<file path="src/sv/shma_pkg.sv">
package shma_pkg;

    // History geometry and sample format
    localparam int HISTORY_DEPTH = 8;
    localparam int SAMPLE_WIDTH  = 24;
    localparam int STAMP_WIDTH   = 32;

    // Width of a clamped window length (1 .. HISTORY_DEPTH)
    localparam int WIN_W   = $clog2(HISTORY_DEPTH + 1);
    // Signed window sum never overflows this width
    localparam int SUM_W   = SAMPLE_WIDTH + $clog2(HISTORY_DEPTH);
    // Divider step counter holds 0 .. SUM_W
    localparam int DCNT_W  = $clog2(SUM_W + 1);
    // Compare width for clamping the window register against the depth
    localparam int CLAMP_W = 8;

    // Stream payload widths, rounded up to whole bytes
    localparam int TDATA_IN_W  = ((SAMPLE_WIDTH + STAMP_WIDTH + 7) / 8) * 8;
    localparam int TDATA_OUT_W = ((2 * SAMPLE_WIDTH + STAMP_WIDTH + 7) / 8) * 8;

    // Configuration port
    localparam int CFG_IDX_W  = 1;
    localparam int CFG_DATA_W = 4;

    localparam logic [CFG_IDX_W-1:0] CFG_WINDOW_LEN   = 1'd0;
    localparam logic [CFG_IDX_W-1:0] CFG_BOOLEAN_MODE = 1'd1;

    localparam logic [CFG_DATA_W-1:0] WINDOW_LEN_RST = 4'd8;

    typedef logic signed [SAMPLE_WIDTH-1:0] t_sample;
    typedef logic        [SUM_W-1:0]        t_mag;

endpackage

</file>
<file path="src/sv/shma_cell.sv">
module shma_cell
    import shma_pkg::*;
(
    input  logic    i_clk,
    input  logic    i_rst_n,
    input  logic    i_shift,
    input  t_sample i_d,
    output t_sample o_q
);

    t_sample r_q;

    // Take the neighbor's entry on every shift; history starts at zero
    always_ff @(posedge i_clk) begin
        if (!i_rst_n) begin
            r_q <= '0;
        end else if (i_shift) begin
            r_q <= i_d;
        end
    end

    assign o_q = r_q;

endmodule

</file>
<file path="src/sv/shma_div.sv">
module shma_div
    import shma_pkg::*;
(
    input  logic             i_clk,
    input  logic             i_rst_n,
    input  logic             i_start,
    input  t_mag             i_dividend,
    input  logic [WIN_W-1:0] i_divisor,
    output logic             o_done,
    output t_mag             o_quot
);

    logic              r_busy;
    logic              r_done;
    logic [DCNT_W-1:0] r_cnt;
    logic [WIN_W-1:0]  r_rem;
    logic [WIN_W-1:0]  r_den;
    t_mag              r_quot;

    logic [WIN_W:0]    trial;
    logic [WIN_W:0]    diff;
    logic              fits;

    // One restoring step: bring down the next dividend bit
    assign trial = {r_rem, r_quot[SUM_W-1]};
    assign diff  = trial - {1'b0, r_den};
    assign fits  = trial >= {1'b0, r_den};

    // Control: count SUM_W steps, flag the last one
    always_ff @(posedge i_clk) begin
        if (!i_rst_n) begin
            r_busy <= 1'b0;
            r_done <= 1'b0;
            r_cnt  <= '0;
        end else begin
            r_done <= 1'b0;
            if (i_start) begin
                r_busy <= 1'b1;
                r_cnt  <= DCNT_W'(SUM_W);
            end else if (r_busy) begin
                r_cnt <= r_cnt - 1'b1;
                if (r_cnt == DCNT_W'(1)) begin
                    r_busy <= 1'b0;
                    r_done <= 1'b1;
                end
            end
        end
    end

    // Datapath: quotient bits shift in where dividend bits shift out
    always_ff @(posedge i_clk) begin
        if (i_start) begin
            r_quot <= i_dividend;
            r_rem  <= '0;
            r_den  <= i_divisor;
        end else if (r_busy) begin
            r_rem  <= fits ? diff[WIN_W-1:0] : trial[WIN_W-1:0];
            r_quot <= {r_quot[SUM_W-2:0], fits};
        end
    end

    assign o_done = r_done;
    assign o_quot = r_quot;

endmodule

</file>
<file path="src/sv/sample_history_moving_average_top.sv">
// Moving average over a sample history. Each input beat carries a signed
// sample (8 fractional bits) and a timestamp; the sample enters a history of
// HISTORY_DEPTH entries (zero after reset), and one output beat returns the
// sample, the mean of the newest window_len entries truncated toward zero
// (entries still zero from reset count), and the timestamp. window_len is
// clamped to 1 .. HISTORY_DEPTH; in boolean mode the mean is the sample. An
// item's time in the block is set by one full rotation of the history ring
// to form the sum and a one-bit-per-cycle divide; boolean mode skips both.
// One item is worked on at a time; a finished beat waits in the output
// register while the next item is accepted.
module sample_history_moving_average_top
    import shma_pkg::*;
(
    input  logic                   i_clk,
    input  logic                   i_rst_n,
    // config write port
    input  logic                   i_cfg_we,
    input  logic [CFG_IDX_W-1:0]   i_cfg_idx,
    input  logic [CFG_DATA_W-1:0]  i_cfg_data,
    // input stream
    input  logic                   i_s_axis_tvalid,
    output logic                   o_s_axis_tready,
    input  logic [TDATA_IN_W-1:0]  i_s_axis_tdata,  // sample, stamp
    // output stream
    output logic                   o_m_axis_tvalid,
    input  logic                   i_m_axis_tready,
    output logic [TDATA_OUT_W-1:0] o_m_axis_tdata   // latest_value, mean_value, latest_stamp
);

    typedef enum logic [3:0] {
        S_IDLE = 4'b0001,
        S_SUM  = 4'b0010,
        S_DIV  = 4'b0100,
        S_DONE = 4'b1000
    } t_state;

    t_state r_state;
    t_state n_state;

    logic [CFG_DATA_W-1:0] r_window_len;
    logic                  r_boolean_mode;

    logic [WIN_W-1:0]       r_cnt;
    logic signed [SUM_W-1:0] r_acc;
    logic                   r_div_start;
    logic                   r_neg;
    t_sample                r_sample;
    logic [STAMP_WIDTH-1:0] r_stamp;
    t_sample                r_mean;

    logic                   r_out_valid;
    t_sample                r_out_latest;
    t_sample                r_out_mean;
    logic [STAMP_WIDTH-1:0] r_out_stamp;

    logic             in_beat;
    logic             out_free;
    logic             last_rot;
    logic [WIN_W-1:0] win;
    logic             take;
    logic             shift;
    t_sample          head_d;
    t_sample          cell_q [HISTORY_DEPTH];
    t_sample          tail;
    t_mag             mag;
    logic             div_done;
    t_mag             quot;
    t_sample          q_s;

    assign o_s_axis_tready = (r_state == S_IDLE);
    assign in_beat  = i_s_axis_tvalid && o_s_axis_tready;
    assign out_free = !r_out_valid || i_m_axis_tready;
    assign last_rot = (r_cnt == WIN_W'(HISTORY_DEPTH - 1));

    // Config registers
    always_ff @(posedge i_clk) begin
        if (!i_rst_n) begin
            r_window_len   <= WINDOW_LEN_RST;
            r_boolean_mode <= 1'b0;
        end else if (i_cfg_we) begin
            case (i_cfg_idx)
                CFG_WINDOW_LEN:   r_window_len   <= i_cfg_data;
                CFG_BOOLEAN_MODE: r_boolean_mode <= i_cfg_data[0];
                default: ;
            endcase
        end
    end

    // Clamp window to 1 .. HISTORY_DEPTH
    always_comb begin
        if (r_window_len == '0) begin
            win = WIN_W'(1);
        end else if (CLAMP_W'(r_window_len) > CLAMP_W'(HISTORY_DEPTH)) begin
            win = WIN_W'(HISTORY_DEPTH);
        end else begin
            win = WIN_W'(r_window_len);
        end
    end

    // History ring: shift in on accept, rotate once around while summing
    assign tail   = cell_q[HISTORY_DEPTH-1];
    assign shift  = in_beat || (r_state == S_SUM);
    assign head_d = (r_state == S_SUM) ? tail : i_s_axis_tdata[SAMPLE_WIDTH-1:0];

    for (genvar k = 0; k < HISTORY_DEPTH; k++) begin : g_cell
        shma_cell u_cell (
            .i_clk   (i_clk),
            .i_rst_n (i_rst_n),
            .i_shift (shift),
            .i_d     ((k == 0) ? head_d : cell_q[(k == 0) ? 0 : k - 1]),
            .o_q     (cell_q[k])
        );
    end

    // Tail shows the oldest entry first; add only the newest win entries
    assign take = ({1'b0, r_cnt} + {1'b0, win}) >= (WIN_W + 1)'(HISTORY_DEPTH);

    // Divide magnitude, fix the sign afterwards
    assign mag = r_acc[SUM_W-1] ? t_mag'(-r_acc) : t_mag'(r_acc);

    shma_div u_div (
        .i_clk      (i_clk),
        .i_rst_n    (i_rst_n),
        .i_start    (r_div_start),
        .i_dividend (mag),
        .i_divisor  (win),
        .o_done     (div_done),
        .o_quot     (quot)
    );

    assign q_s = quot[SAMPLE_WIDTH-1:0];

    // Sequencer
    always_comb begin
        n_state = r_state;
        case (r_state)
            S_IDLE: if (in_beat) n_state = r_boolean_mode ? S_DONE : S_SUM;
            S_SUM:  if (last_rot) n_state = S_DIV;
            S_DIV:  if (div_done) n_state = S_DONE;
            S_DONE: if (out_free) n_state = S_IDLE;
            default: n_state = S_IDLE;
        endcase
    end

    always_ff @(posedge i_clk) begin
        if (!i_rst_n) begin
            r_state     <= S_IDLE;
            r_div_start <= 1'b0;
        end else begin
            r_state     <= n_state;
            r_div_start <= (r_state == S_SUM) && last_rot;
        end
    end

    // Item datapath: capture beat, accumulate, finish mean
    always_ff @(posedge i_clk) begin
        if (in_beat) begin
            r_sample <= i_s_axis_tdata[SAMPLE_WIDTH-1:0];
            r_stamp  <= i_s_axis_tdata[SAMPLE_WIDTH +: STAMP_WIDTH];
            r_mean   <= i_s_axis_tdata[SAMPLE_WIDTH-1:0];
            r_cnt    <= '0;
            r_acc    <= '0;
        end else if (r_state == S_SUM) begin
            r_cnt <= r_cnt + 1'b1;
            if (take) begin
                r_acc <= r_acc + SUM_W'(tail);
            end
        end
        if (r_div_start) begin
            r_neg <= r_acc[SUM_W-1];
        end
        if ((r_state == S_DIV) && div_done) begin
            r_mean <= r_neg ? -q_s : q_s;
        end
    end

    // Output register
    always_ff @(posedge i_clk) begin
        if (!i_rst_n) begin
            r_out_valid <= 1'b0;
        end else if ((r_state == S_DONE) && out_free) begin
            r_out_valid <= 1'b1;
        end else if (i_m_axis_tready) begin
            r_out_valid <= 1'b0;
        end
    end

    always_ff @(posedge i_clk) begin
        if ((r_state == S_DONE) && out_free) begin
            r_out_latest <= r_sample;
            r_out_mean   <= r_mean;
            r_out_stamp  <= r_stamp;
        end
    end

    assign o_m_axis_tvalid = r_out_valid;
    assign o_m_axis_tdata  = TDATA_OUT_W'({r_out_stamp, r_out_mean, r_out_latest});

endmodule

</file>
<file path="config.mk">
export PLATFORM = sky130hd
export DESIGN_NAME = sample_history_moving_average_top
export DESIGN_NICKNAME = d
export VERILOG_FILES = /design/src/sv/shma_pkg.sv /design/src/sv/shma_cell.sv /design/src/sv/shma_div.sv /design/src/sv/sample_history_moving_average_top.sv
export SDC_FILE = /design/constraint.sdc
export NUM_CORES = 1
export LEC_CHECK = 0
export BUFFER_PORTS_ARGS = -buffer_cell sky130_fd_sc_hd__buf_2
export CORE_ASPECT_RATIO = 0.9
export CORE_MARGIN = 2
export CORE_UTILIZATION = 30
export DETAILED_ROUTE_END_ITERATION = 7
export PLACE_DENSITY = 0.54
export SYNTH_ARGS = -nofsm -noshare
export SYNTH_HDL_FRONTEND = slang
export SYNTH_SLANG_ARGS = --single-unit
</file>
<file path="constraint.sdc">
create_clock -name i_clk -period 9.15 [get_ports i_clk]
set_input_delay 1.83 -clock i_clk [delete_from_list [all_inputs] [get_ports i_clk]]
set_output_delay 1.83 -clock i_clk [all_outputs]
set_load 0.05 [all_outputs]
</file>
==> results.md <==
- Total number of vias: around 13000
- Resize count post-CTS: 0
- Most frequent cell after synthesis: nand2_1
- Worst setup SP type: input port
- DIE HEIGHT: ~240 um
- Post-DP HPWL: about 27000 um
- Pins Over Slew Limit: 0
- # diodes: 0
- CTS tree: built
- Max transition margin: 21.0%
- Clock buffer depth: 3
- Power, Total: between 4 and 5 mW
- Worst Path Required: about 9.6 ns
- Netlist cell types: 63
- Via/cell ratio: 4.70
- Crit path time final: around 3.8 ns
- Worst-path clk slew: about 0.060 ns
- Post-CTS Setup Inserts: 0
- Cell Rows: 85
- Yosys reg bits: between 400 and 500
- Yosys warns: 0
- First-pass GRT wire length: 65500 um
- Leakage Power: a little under 8 nW
- Area Growth Syn to Fin: 16.9%
- # setup viols final: 0
- Htree depth: 2
- Setup TNS: 0 ns
- Async S/R FF share, synth: 0%
- Die Width: roughly 260 um
- Initial antenna violation count: 0
- Final net count: roughly 2000
- RSZ-0062 raised after global routing: false
- Worst reg2reg path depth: 12
- Mapped Area: between 15000 and 20000 sq um
- Drt drc: 0
- Fin crit share: a little over two fifths
- Synth area leaders: edfxtp_1 32%, dfxtp_1 27%, nand2_1 9.9%
- EDFF count, synth: roughly 190
- Biggest area consumer among synthesized cells: edfxtp_1
- Tightest Hold Check Type: flop to flop
- Top achievable clock speed: about 0.26 GHz
- Final Util: 35.5%
- Gr ovfl total: 0
- Hold Violations, Final: 0
- PortBufs: 147
- Wire length per cell: around 15 um
- Core area: roughly 60000 sq um
- Worst setup EP type: flop
- DRT Pass-1 Iters: 5
- Die Area: between 60000 and 70000 sq um
- Max Cap Violations: 0
- Initial Utilization: between 30% and 40%
- Total track usage: 12.8%
- CTS Hold Bufs: 0
- Clk root buf: clkbuf_16
- Pwr Density: slightly above 200 nW/um^2
- Status: finished, final reports clean
- Peak VDD IR: between 0.1 and 0.15 mV
- Syn_area_per_cell: 10.2 sq um
- ANT nets after route: 0
- Clk sink count: between 400 and 500
- Seq/Total Area, Yosys: a little under 60%
- Setup Crit Path Kind: input port to flop
- Top-area cell type share of the netlist area: approximately a third
- WL final: between 40000 and 50000 um
- Iter 0 DRT Violations: between 800 and 900
- Syn nets: 1893
- Top cells by count, synth: 483 x nand2_1, 245 x dfxtp_1, 192 x edfxtp_1
- Hold path cells: 0
- Ports: 148
- Worst-path maximum fanout: 101
- Clk Latency, worst-skew pair: roughly 0.58 ns
- Vias in the first global route: between 10000 and 15000
- Main synth FF type: dfxtp_1
- Cts bufs inserted: 47
- Proportion of layout cells with a drive suffix above 1: 13.6%
- Syn Inst Count: ~1800
- Skew final: ~0.020 ns
- Worst slew pin tran: ~1.2 ns
- Pin count of the biggest net entering global routing: 113
- Worst EP arrival: between 4 and 5 ns
- Final Wtd Congestion: 0.810
-- routing by layer --
| metal | GRT usage (%) | share of wire [%] | up-vias |
|---|---|---|---|
| met1 | 17.9 | 49 | 5997 |
| met4 | 3.56 | 2.1 | 0 |
| met2 | 19.7 | 43 | 272 |
| met3 | 2.96 | 5.5 | 59 |
| met5 | 0 | 0 | - |
| li1 | - | - | 6413 |
-- worst max-delay path, cell delays in order --
cell	delay (ns)
buf_2	0.11
nand2_1	0.17
inv_4	0.23
nor2_4	0.67
buf_4	0.88
nand2_1	0.11
a21boi_0	0.20
-- cell usage in the layout (no fill, tap or decap), types with 9 or more instances in the layout --
cell type and count:
buf_4 13, dfxtp_1 244, clkinv_2 9, o31ai_1 13, inv_1 25, nor2b_1 19, edfxtp_1 192, mux2i_1 12
ha_1 39, nor2_1 56, nand2_1 482, or3_1 9, o21ai_0 66, a21o_1 15, xnor2_1 26, buf_2 146
nor3_1 13, o211a_1 23, a21oi_1 69, a21boi_0 170, xor2_1 47, clkbuf_16 48, nand4_1 9, o21a_1 11
nand3_1 42
-- through the flow --
step                      instances  setup WS (ns)  hold WS, ns  area [sq um]
after floorplan                1785           3.17        0.400         18200
after global placement         2621           4.75        0.400         19700
after detailed placement       2621           4.69        0.405         19700
after CTS                      2709           5.28        0.412         21300
after global routing           2709           4.99        0.418         21300
final                          2709           5.31        0.416         21300
-- path summary, 6_finish.rpt --
kind	start	end	slack [ns]
max	i_s_axis_tvalid	g_cell[4].u_cell.o_q[12]$_SDFFE_PN0P_	5.31
min	r_sample[20]$_DFFE_PP_	r_out_latest[20]$_DFFE_PP_	0.42
max reg2reg	r_window_len[1]$_SDFFE_PN0P_	r_acc[26]$_SDFFE_PP0P_	5.54
min reg2reg	r_sample[20]$_DFFE_PP_	r_out_latest[20]$_DFFE_PP_	0.42
-- final cells by class --
type,count,area [sq um]
Fill cell,6046,38700
Sequential cell,437,10700
Multi-Input combinational cell,1216,7100
Clock buffer,65,1330
Tap cell,783,980
Timing Repair Buffer,159,828
Clock inverter,23,292
Inverter,26,100
-- flip-flops by register name, indices dropped and copies added, names as in the netlist, 27 cells and up --
register	flops
r_out_stamp	32
g_cell.u_cell.o_q	192
u_div.o_quot	27
r_stamp	32
r_acc	27
-- cells by family (layout without fill, tap and decap cells) --
logic type | after synthesis | after routing | synth area share, %
AOI/OAI and AO/OA | 416 | 416 | 15.9
muxes | 13 | 13 | 0.721
DFF | 437 | 437 | 58.5
buffers and inverters | 132 | 273 | 2.72
xor gates and xnor gates | 73 | 73 | 3.51
and+or+nand+nor | 672 | 672 | 15.6
adders and majority gates | 42 | 42 | 3.01
-- power breakdown --
group | leakage, nW | switching (mW) | internal [mW]
clock | 0.796 | 0.772 | 1.19
sequential | 3.75 | 0.0276 | 2.11
combinational | 3.38 | 0.205 | 0.0700
No activity file was read; power rests on OpenSTA's default activity.
